`src/hw/rtl/ptt_pkg.sv`:
```
// ptt_pkg: shared types and codes for the periodic tick timer table
// opcodes, status codes, sequencer states and default sizes; no dependencies

package ptt_pkg;

    localparam int TABLE_DEPTH_DEF = 16;
    localparam int TIME_WIDTH_DEF  = 32;
    localparam int ID_W            = 32;
    localparam int FIELD_W         = 32;
    localparam int OP_W            = 2;
    localparam int STATUS_W        = 3;

    localparam logic [OP_W-1:0] OP_ADD    = 2'd0;
    localparam logic [OP_W-1:0] OP_CANCEL = 2'd1;
    localparam logic [OP_W-1:0] OP_TICK   = 2'd2;

    localparam logic [STATUS_W-1:0] ST_OK        = 3'd0;
    localparam logic [STATUS_W-1:0] ST_NOT_FOUND = 3'd1;
    localparam logic [STATUS_W-1:0] ST_FULL      = 3'd2;
    localparam logic [STATUS_W-1:0] ST_FIRED     = 3'd3;
    localparam logic [STATUS_W-1:0] ST_NONE      = 3'd4;

    typedef enum logic [1:0] {
        S_IDLE,
        S_CANCEL,
        S_TICK,
        S_TICK_END
    } ptt_state_t;

endpackage

```
`src/hw/rtl/ptt_if.sv`:
```
// ptt_if: request and response channel interfaces with valid/ready handshake
// depends on ptt_pkg for field widths

interface ptt_req_if;
    logic                              valid;
    logic                              ready;
    logic [ptt_pkg::OP_W-1:0]          opcode;
    logic [ptt_pkg::FIELD_W-1:0]       interval_ms;
    logic [ptt_pkg::ID_W-1:0]          job_id;
    logic [ptt_pkg::FIELD_W-1:0]       delta_ms;

    modport source (output valid, output opcode, output interval_ms, output job_id,
                    output delta_ms, input ready);
    modport sink   (input valid, input opcode, input interval_ms, input job_id,
                    input delta_ms, output ready);
endinterface

interface ptt_rsp_if;
    logic                              valid;
    logic                              ready;
    logic [ptt_pkg::STATUS_W-1:0]      status;
    logic [ptt_pkg::ID_W-1:0]          result_id;
    logic                              last;

    modport source (output valid, output status, output result_id, output last,
                    input ready);
    modport sink   (input valid, input status, input result_id, input last,
                    output ready);
endinterface

```
`src/hw/rtl/ptt_ram.sv`:
```
// ptt_ram: generic simple dual-port ram, one write and one registered read port
// no dependencies

module ptt_ram #(
    parameter int WIDTH = 8,
    parameter int DEPTH = 16
) (
    input  logic                                 clk,
    input  logic                                 wr_en,
    input  logic [(DEPTH > 1 ? $clog2(DEPTH) : 1)-1:0] wr_addr,
    input  logic [WIDTH-1:0]                     wr_data,
    input  logic                                 rd_en,
    input  logic [(DEPTH > 1 ? $clog2(DEPTH) : 1)-1:0] rd_addr,
    output logic [WIDTH-1:0]                     rd_data
);

    logic [WIDTH-1:0] mem [DEPTH];
    logic [WIDTH-1:0] rd_data_reg;

    always_ff @(posedge clk)
    begin
        if (wr_en)
        begin
            mem[wr_addr] <= wr_data;
        end
        if (rd_en)
        begin
            rd_data_reg <= mem[rd_addr];
        end
    end

    assign rd_data = rd_data_reg;

endmodule

```
`src/hw/rtl/periodic_tick_timer_table.sv`:
```
// periodic_tick_timer_table: a table of periodic timers held in one ram. An add writes its
// entry if the table has room and registers its answer when accepted. A cancel scans the
// occupied slots for the id, one slot per cycle. A tick walks every occupied slot in order of
// adding, one slot per cycle while the response side does not stall, through the single read
// port of the entry ram with the write-back of the previous slot overlapped. Fired ids leave
// one per transaction, the final one flagged last; a tick with nothing fired gives one
// none-fired response. One request is in work at a time; a finished response waits in an
// output register.
// depends on ptt_pkg, ptt_if and ptt_ram

module periodic_tick_timer_table #(
    parameter int TABLE_DEPTH = ptt_pkg::TABLE_DEPTH_DEF,
    parameter int TIME_WIDTH  = ptt_pkg::TIME_WIDTH_DEF
) (
    input  logic         clk,
    input  logic         rst_n,
    ptt_req_if.sink      req,
    ptt_rsp_if.source    rsp
);

    localparam int IDX_W  = (TABLE_DEPTH > 1) ? $clog2(TABLE_DEPTH) : 1;
    localparam int CNT_W  = $clog2(TABLE_DEPTH + 1);
    localparam int TW     = TIME_WIDTH;
    localparam int ID_W   = ptt_pkg::ID_W;
    localparam int WORD_W = 2 * TW + ID_W + 1;
    localparam int EL_LO  = TW;
    localparam int ID_LO  = 2 * TW;
    localparam int EN_BIT = 2 * TW + ID_W;
    localparam logic [CNT_W-1:0] DEPTH_CNT = CNT_W'(TABLE_DEPTH);

    ptt_pkg::ptt_state_t state_reg, state_next;

    logic [CNT_W-1:0]              count_reg, count_next;
    logic [ID_W-1:0]               next_id_reg, next_id_next;
    logic [CNT_W-1:0]              ptr_reg, ptr_next;
    logic                          pend_reg, pend_next;
    logic [IDX_W-1:0]              eval_idx_reg, eval_idx_next;
    logic                          held_v_reg, held_v_next;
    logic [ID_W-1:0]               held_id_reg, held_id_next;
    logic [ID_W-1:0]               job_id_reg, job_id_next;
    logic [TW-1:0]                 delta_reg, delta_next;
    logic                          rsp_valid_reg, rsp_valid_next;
    logic [ptt_pkg::STATUS_W-1:0]  rsp_status_reg, rsp_status_next;
    logic [ID_W-1:0]               rsp_id_reg, rsp_id_next;
    logic                          rsp_last_reg, rsp_last_next;

    logic                          wr_en;
    logic [IDX_W-1:0]              wr_addr;
    logic [WORD_W-1:0]             wr_data;
    logic                          rd_en;
    logic [IDX_W-1:0]              rd_addr;
    logic [WORD_W-1:0]             rd_data;

    logic                          out_free;
    logic                          accept;
    logic [63:0]                   interval_wide;
    logic [63:0]                   delta_wide;
    logic [TW-1:0]                 rd_interval;
    logic [TW-1:0]                 rd_elapsed;
    logic [ID_W-1:0]               rd_ident;
    logic                          rd_enabled;
    logic [TW:0]                   elapsed_sum;
    logic [TW-1:0]                 elapsed_sat;
    logic                          fire;
    logic                          tick_stall;
    logic                          match;
    logic                          scan_done;

    ptt_ram #(
        .WIDTH(WORD_W),
        .DEPTH(TABLE_DEPTH)
    ) u_ram (
        .clk     (clk),
        .wr_en   (wr_en),
        .wr_addr (wr_addr),
        .wr_data (wr_data),
        .rd_en   (rd_en),
        .rd_addr (rd_addr),
        .rd_data (rd_data)
    );

    assign out_free      = !rsp_valid_reg || rsp.ready;
    assign req.ready     = (state_reg == ptt_pkg::S_IDLE) && out_free;
    assign accept        = req.valid && req.ready;
    assign interval_wide = 64'(req.interval_ms);
    assign delta_wide    = 64'(req.delta_ms);

    assign rd_interval = rd_data[TW-1:0];
    assign rd_elapsed  = rd_data[EL_LO +: TW];
    assign rd_ident    = rd_data[ID_LO +: ID_W];
    assign rd_enabled  = rd_data[EN_BIT];

    // saturating add of the tick delta
    assign elapsed_sum = {1'b0, rd_elapsed} + {1'b0, delta_reg};
    assign elapsed_sat = elapsed_sum[TW] ? {TW{1'b1}} : elapsed_sum[TW-1:0];
    assign fire        = pend_reg && rd_enabled && (elapsed_sat >= rd_interval);
    assign tick_stall  = fire && held_v_reg && !out_free;
    assign match       = pend_reg && (rd_ident == job_id_reg);
    assign scan_done   = !pend_reg && (ptr_reg == count_reg);

    assign rsp.valid     = rsp_valid_reg;
    assign rsp.status    = rsp_status_reg;
    assign rsp.result_id = rsp_id_reg;
    assign rsp.last      = rsp_last_reg;

    always_comb
    begin
        state_next = state_reg;
        case (state_reg)
            ptt_pkg::S_IDLE:
            begin
                if (accept && req.opcode == ptt_pkg::OP_CANCEL)
                begin
                    state_next = ptt_pkg::S_CANCEL;
                end
                else if (accept && req.opcode == ptt_pkg::OP_TICK)
                begin
                    state_next = ptt_pkg::S_TICK;
                end
            end
            ptt_pkg::S_CANCEL:
            begin
                if ((match || scan_done) && out_free)
                begin
                    state_next = ptt_pkg::S_IDLE;
                end
            end
            ptt_pkg::S_TICK:
            begin
                if (scan_done)
                begin
                    state_next = ptt_pkg::S_TICK_END;
                end
            end
            ptt_pkg::S_TICK_END:
            begin
                if (out_free)
                begin
                    state_next = ptt_pkg::S_IDLE;
                end
            end
            default:
            begin
                state_next = ptt_pkg::S_IDLE;
            end
        endcase
    end

    always_comb
    begin
        count_next      = count_reg;
        next_id_next    = next_id_reg;
        ptr_next        = ptr_reg;
        pend_next       = pend_reg;
        eval_idx_next   = eval_idx_reg;
        held_v_next     = held_v_reg;
        held_id_next    = held_id_reg;
        job_id_next     = job_id_reg;
        delta_next      = delta_reg;
        rsp_valid_next  = rsp.ready ? 1'b0 : rsp_valid_reg;
        rsp_status_next = rsp_status_reg;
        rsp_id_next     = rsp_id_reg;
        rsp_last_next   = rsp_last_reg;
        wr_en           = 1'b0;
        wr_addr         = eval_idx_reg;
        wr_data         = rd_data;
        rd_en           = 1'b0;
        rd_addr         = ptr_reg[IDX_W-1:0];

        case (state_reg)
            ptt_pkg::S_IDLE:
            begin
                if (accept)
                begin
                    case (req.opcode)
                        ptt_pkg::OP_ADD:
                        begin
                            rsp_valid_next = 1'b1;
                            rsp_last_next  = 1'b1;
                            if (count_reg == DEPTH_CNT)
                            begin
                                rsp_status_next = ptt_pkg::ST_FULL;
                                rsp_id_next     = '0;
                            end
                            else
                            begin
                                wr_en           = 1'b1;
                                wr_addr         = count_reg[IDX_W-1:0];
                                wr_data         = {1'b1, next_id_reg, {TW{1'b0}},
                                                   interval_wide[TW-1:0]};
                                rsp_status_next = ptt_pkg::ST_OK;
                                rsp_id_next     = next_id_reg;
                                count_next      = count_reg + 1'b1;
                                next_id_next    = next_id_reg + 1'b1;
                            end
                        end
                        ptt_pkg::OP_CANCEL:
                        begin
                            job_id_next = req.job_id;
                            ptr_next    = '0;
                            pend_next   = 1'b0;
                        end
                        ptt_pkg::OP_TICK:
                        begin
                            delta_next  = delta_wide[TW-1:0];
                            ptr_next    = '0;
                            pend_next   = 1'b0;
                            held_v_next = 1'b0;
                        end
                        default:
                        begin
                        end
                    endcase
                end
            end
            ptt_pkg::S_CANCEL:
            begin
                if (match)
                begin
                    if (out_free)
                    begin
                        wr_en           = 1'b1;
                        wr_data         = rd_data;
                        wr_data[EN_BIT] = 1'b0;
                        rsp_valid_next  = 1'b1;
                        rsp_status_next = ptt_pkg::ST_OK;
                        rsp_id_next     = job_id_reg;
                        rsp_last_next   = 1'b1;
                        pend_next       = 1'b0;
                    end
                end
                else if (scan_done)
                begin
                    if (out_free)
                    begin
                        rsp_valid_next  = 1'b1;
                        rsp_status_next = ptt_pkg::ST_NOT_FOUND;
                        rsp_id_next     = job_id_reg;
                        rsp_last_next   = 1'b1;
                    end
                end
                else if (ptr_reg < count_reg)
                begin
                    rd_en         = 1'b1;
                    ptr_next      = ptr_reg + 1'b1;
                    eval_idx_next = ptr_reg[IDX_W-1:0];
                    pend_next     = 1'b1;
                end
                else
                begin
                    pend_next = 1'b0;
                end
            end
            ptt_pkg::S_TICK:
            begin
                if (!tick_stall)
                begin
                    if (pend_reg && rd_enabled)
                    begin
                        wr_en   = 1'b1;
                        wr_data = rd_data;
                        wr_data[EL_LO +: TW] = fire ? {TW{1'b0}} : elapsed_sat;
                    end
                    if (fire)
                    begin
                        // previous fired id is not the final one
                        if (held_v_reg)
                        begin
                            rsp_valid_next  = 1'b1;
                            rsp_status_next = ptt_pkg::ST_FIRED;
                            rsp_id_next     = held_id_reg;
                            rsp_last_next   = 1'b0;
                        end
                        held_v_next  = 1'b1;
                        held_id_next = rd_ident;
                    end
                    if (ptr_reg < count_reg)
                    begin
                        rd_en         = 1'b1;
                        ptr_next      = ptr_reg + 1'b1;
                        eval_idx_next = ptr_reg[IDX_W-1:0];
                        pend_next     = 1'b1;
                    end
                    else
                    begin
                        pend_next = 1'b0;
                    end
                end
            end
            ptt_pkg::S_TICK_END:
            begin
                if (out_free)
                begin
                    rsp_valid_next  = 1'b1;
                    rsp_status_next = held_v_reg ? ptt_pkg::ST_FIRED : ptt_pkg::ST_NONE;
                    rsp_id_next     = held_v_reg ? held_id_reg : '0;
                    rsp_last_next   = 1'b1;
                    held_v_next     = 1'b0;
                end
            end
            default:
            begin
            end
        endcase
    end

    always_ff @(posedge clk or negedge rst_n)
    begin
        if (!rst_n)
        begin
            state_reg     <= ptt_pkg::S_IDLE;
            count_reg     <= '0;
            next_id_reg   <= ID_W'(1);
            ptr_reg       <= '0;
            pend_reg      <= 1'b0;
            held_v_reg    <= 1'b0;
            rsp_valid_reg <= 1'b0;
        end
        else
        begin
            state_reg     <= state_next;
            count_reg     <= count_next;
            next_id_reg   <= next_id_next;
            ptr_reg       <= ptr_next;
            pend_reg      <= pend_next;
            held_v_reg    <= held_v_next;
            rsp_valid_reg <= rsp_valid_next;
        end
    end

    always_ff @(posedge clk)
    begin
        eval_idx_reg   <= eval_idx_next;
        held_id_reg    <= held_id_next;
        job_id_reg     <= job_id_next;
        delta_reg      <= delta_next;
        rsp_status_reg <= rsp_status_next;
        rsp_id_reg     <= rsp_id_next;
        rsp_last_reg   <= rsp_last_next;
    end

    a_count_bound: assert property (@(posedge clk) disable iff (!rst_n)
        count_reg <= DEPTH_CNT)
        else $error("entry count above table depth");

    a_no_same_addr: assert property (@(posedge clk) disable iff (!rst_n)
        (wr_en && rd_en) |-> (wr_addr != rd_addr))
        else $error("read and write of the same entry in one cycle");

    a_read_occupied: assert property (@(posedge clk) disable iff (!rst_n)
        rd_en |-> (ptr_reg < count_reg))
        else $error("read of an unoccupied entry");

    a_held_in_tick: assert property (@(posedge clk) disable iff (!rst_n)
        held_v_reg |-> (state_reg == ptt_pkg::S_TICK || state_reg == ptt_pkg::S_TICK_END))
        else $error("pending fired id outside a tick");

    a_id_advance: assert property (@(posedge clk) disable iff (!rst_n)
        (accept && req.opcode == ptt_pkg::OP_ADD && count_reg != DEPTH_CNT)
        |=> (next_id_reg == $past(next_id_reg) + 1'b1) && rsp_valid_reg)
        else $error("add did not advance the id counter");

endmodule
```
`src/flat_wrapper.sv`:
```
// flat-port wrapper written by rule: the top's interface ports become plain ports
module periodic_tick_timer_table_flat 
#(
    parameter int TABLE_DEPTH = ptt_pkg::TABLE_DEPTH_DEF,
    parameter int TIME_WIDTH  = ptt_pkg::TIME_WIDTH_DEF
)
  (clk, rst_n, req_valid, req_opcode, req_interval_ms, req_job_id, req_delta_ms, req_ready, rsp_valid, rsp_status, rsp_result_id, rsp_last, rsp_ready);
  ptt_req_if req_i ();
  ptt_rsp_if rsp_i ();
  input  logic clk;
  input  logic rst_n;
  input wire logic [$bits(req_i.valid)-1:0] req_valid;
  input wire logic [$bits(req_i.opcode)-1:0] req_opcode;
  input wire logic [$bits(req_i.interval_ms)-1:0] req_interval_ms;
  input wire logic [$bits(req_i.job_id)-1:0] req_job_id;
  input wire logic [$bits(req_i.delta_ms)-1:0] req_delta_ms;
  output wire logic [$bits(req_i.ready)-1:0] req_ready;
  output wire logic [$bits(rsp_i.valid)-1:0] rsp_valid;
  output wire logic [$bits(rsp_i.status)-1:0] rsp_status;
  output wire logic [$bits(rsp_i.result_id)-1:0] rsp_result_id;
  output wire logic [$bits(rsp_i.last)-1:0] rsp_last;
  input wire logic [$bits(rsp_i.ready)-1:0] rsp_ready;
  assign req_i.valid = req_valid;
  assign req_i.opcode = req_opcode;
  assign req_i.interval_ms = req_interval_ms;
  assign req_i.job_id = req_job_id;
  assign req_i.delta_ms = req_delta_ms;
  assign req_ready = req_i.ready;
  assign rsp_valid = rsp_i.valid;
  assign rsp_status = rsp_i.status;
  assign rsp_result_id = rsp_i.result_id;
  assign rsp_last = rsp_i.last;
  assign rsp_i.ready = rsp_ready;
  periodic_tick_timer_table #(.TABLE_DEPTH(TABLE_DEPTH), .TIME_WIDTH(TIME_WIDTH)) u_core (.clk(clk), .rst_n(rst_n), .req(req_i), .rsp(rsp_i));
endmodule
```
`config.mk`:
```
export PLATFORM = sky130hd
export DESIGN_NAME = periodic_tick_timer_table_flat
export DESIGN_NICKNAME = d
export VERILOG_FILES = /design/src/hw/rtl/ptt_pkg.sv /design/src/hw/rtl/ptt_if.sv /design/src/hw/rtl/ptt_ram.sv /design/src/hw/rtl/periodic_tick_timer_table.sv /design/src/flat_wrapper.sv
export SDC_FILE = /design/constraint.sdc
export NUM_CORES = 2
export LEC_CHECK = 0
export BUFFER_PORTS_ARGS = -buffer_cell sky130_fd_sc_hd__buf_2
export CORE_MARGIN = 4
export CORE_UTILIZATION = 55
export CTS_CLUSTER_DIAMETER = 40
export DETAILED_ROUTE_END_ITERATION = 6
export PLACE_DENSITY = 0.71
export SLEW_MARGIN = 0
export SYNTH_ARGS = -nofsm -noshare
export SYNTH_HDL_FRONTEND = slang
export SYNTH_SLANG_ARGS = --single-unit
```
`constraint.sdc`:
```
create_clock -name clk -period 19.04 [get_ports clk]
set_input_delay 2.856 -clock clk [delete_from_list [all_inputs] [get_ports clk]]
set_output_delay 2.856 -clock clk [all_outputs]
set_load 0.005 [all_outputs]
```
==> metrics.txt <==
Synth Net Count 3,624; CTS resizes 0; Async SR Flop Fraction 0.0257; WP data arrival 9.13 ns; Pleak ~27 nW; crit end category register; fin nets 3,906; Overflow after GRT 0; vias per inst 6.44; largest net degree at the start of global routing around 140; design area between 80,000 and 90,000 um2; sequential area share after synthesis 0.755; CP Launch Type register; final wirelength 173,000 um; Fmax achieved ~0.11 GHz; RSZ-0062 raised after global routing no; iteration count of the initial detailed-routing pass 5; main flop type after synthesis edfxtp_1; WL/cell between 30 and 40 um; CTS H-tree depth 4; Rel. slew slack 0.0965; final setup fails 0; Worst-Skew Late Latency 0.84 ns; P&R area growth vs syn 14.1%; die height 371 um; Starting Density 0.553; Slew @ Worst Pin 1.36 ns; post-DP HPWL around 100,000 um; DP Area 75,800 um2; worst min path class register to register; CTS max path bufs 3; first-pass GRT wire length 255,000 um; Hold Violations, Final 0; largest cells by area after synthesis edfxtp_1, mux4_2, dfrtp_1; Yosys top cell area share 0.739; Worst Setup Path Type register to register; Synth cell types 72; ANT nets after route 0; synthesis-stage register bit count 1,832; row count 133; number of flip-flops in the largest register 1,552; Worst Clk Skew 0.0492 ns; number of global-route vias before repair about 37k; initial antenna violation count 10; Tot Pwr 13.1 mW; Final period util 0.457; CTS Sinks between 1.5k and 2k; Yosys warnings 0; Crit Path Max Fanout 38; fin worst setup slack about 10 ns; Max VDD drop 0.0953 mV; Final min period between 8 and 9 ns; Ports between 100 and 150; Place WS 10.58 ns; Power Dens Cells 158 nW/um2; Post-synth EDFFs 1,785; CTS tree yes; die footprint about 140,000 um2; clock root cell clkbuf_16; First DRT Iteration DRCs between 4k and 5k; share of cells above drive strength 1 0.282; CP Data Required Time ~20 ns; Total GRT Usage 0.257; CORE AREA 131,000 um2; hold_buf cts 0; Cell Area, Synth ~73,000 um2; total number of vias 36.4k; clk slew on worst S/H paths approximately 0.060 ns; Post-Route Setup TNS 0 ns; total CTS buffers 206; Synth area leader edfxtp_1; outcome completed; chip width 371 um; GPL Wtd Cong around 0.85; Setup Buffers After CTS 0; cells after synthesis between 3k and 4k; Avg Cell Area, Syn ~21 um2; PortBufs around 140; Post-route DRC 0; Max Cap Violations 0; fin. max-slew vios 0
==> per-stage QoR <==
| step | cells | util | hold WS, ns |
|---|---|---|---|
| 3_3_place_gp | 5268 | 0.577 | 0.497 |
| 4_1_cts | 5652 | 0.630 | 0.517 |
| 2_1_floorplan | 3440 | - | 0.451 |
| 3_5_place_dp | 5269 | 0.577 | 0.509 |
| 6_report | 5653 | 0.631 | 0.521 |
| 5_1_grt | 5652 | 0.630 | 0.540 |
==> power breakdown <==
group | switching, mW | internal, mW
registers | 0.188 | 5.44
clock network | 1.66 | 2.34
logic | 2.17 | 1.28
total | 4.02 | 9.06
==> cell type report <==
class,count,area [um2]
flip-flops and latches,1832,54800
fillers,8626,48500
multi-input cells,1385,17100
clock buffers,244,5380
well taps,1755,2200
clock inverters,139,1630
repair buffers,240,1480
inverters,57,214
diodes,1,2.50
==> worst paths after layout <==
check	start	to	slack (ns)	cells past startpoint
max	u_core.u_ram.rd_data[32]	u_core.u_ram.mem[1][31]	10.34	22
max reg2reg	u_core.u_ram.rd_data[32]	u_core.u_ram.mem[1][31]	10.34	22
min in group asynchronous	rst_n	u_core.next_id_reg[18]	2.16	2
max in group asynchronous	rst_n	u_core.ptr_reg[1]	16.34	2
min reg2reg	u_core.u_ram.rd_data[66]	u_core.held_id_reg[2]	0.52	0
min	u_core.u_ram.rd_data[66]	u_core.held_id_reg[2]	0.52	0
==> layout by cell type, fill, tap and decap left out, types with 10 or more instances in the layout <==
master	instances
nand2_1	145
a22o_1	35
o22ai_1	31
clkinvlp_4	15
nand4_1	22
nand3_1	30
clkinv_4	19
clkinv_1	23
mux4_2	485
a22oi_1	32
clkbuf_16	209
inv_1	57
xnor2_1	69
inv_6	19
ha_1	80
a31oi_1	10
a21o_1	23
buf_2	140
clkbuf_1	33
nor2_4	10
edfxtp_1	1785
and3_1	17
buf_4	98
a21oi_1	91
xor2_1	23
clkinv_2	24
bufinv_16	21
nor3_1	12
o21ai_0	66
dfrtp_1	42
nor2_1	60
==> cells in the mapped netlist, drive strengths merged (14+ instances only) <==
cell type,number
o21ai,76
nor3,14
mux4,485
a22oi,32
and3,17
nor2,70
xor2,23
nand3,30
nand2,147
clkbuf,118
dfrtp,46
buf,48
a22o,35
inv,57
nand4,22
ha,81
a21o,23
xnor2,69
edfxtp,1785
a21oi,93
o22ai,31
==> logic make-up after synthesis <==
logic type	after synthesis	synth area share
muxes	489	0.151
and+or+nand+nor	353	0.0229
buffers and inverters	223	0.0120
AOI/OAI and AO/OA	369	0.0339
DFF	1832	0.755
adders and majority gates	82	0.0142
xor gates and xnor gates	92	0.0111
==> per-layer routing <==
| layer | routed length [um] | global-route usage |
|---|---|---|
| met3 | 17300 | 0.0553 |
| met1 | 69100 | 0.380 |
| met2 | 81500 | 0.389 |
| met5 | 160 | 0.00855 |
| met4 | 5400 | 0.0836 |
==> critical path: stages, from the launching register on <==
cell and delay, ns:
edfxtp_1 0.38, ha_1 0.25, fa_1 0.45, a211oi_1 0.30, o211ai_1 0.21, nand3_1 0.16, a31oi_2 0.18, a41oi_4 0.35
o21ai_1 0.29, a311oi_1 0.34, inv_1 0.11, ha_1 0.31, a21o_1 0.18, a21o_1 0.17, a21oi_1 0.16, o21ai_0 0.13
a21o_1 0.27, o21bai_1 0.64, a31oi_1 0.53, or3_1 0.66, nor2_4 0.78, buf_4 0.69, buf_4 0.69
Note: power is estimated with default switching activity, not from simulation.
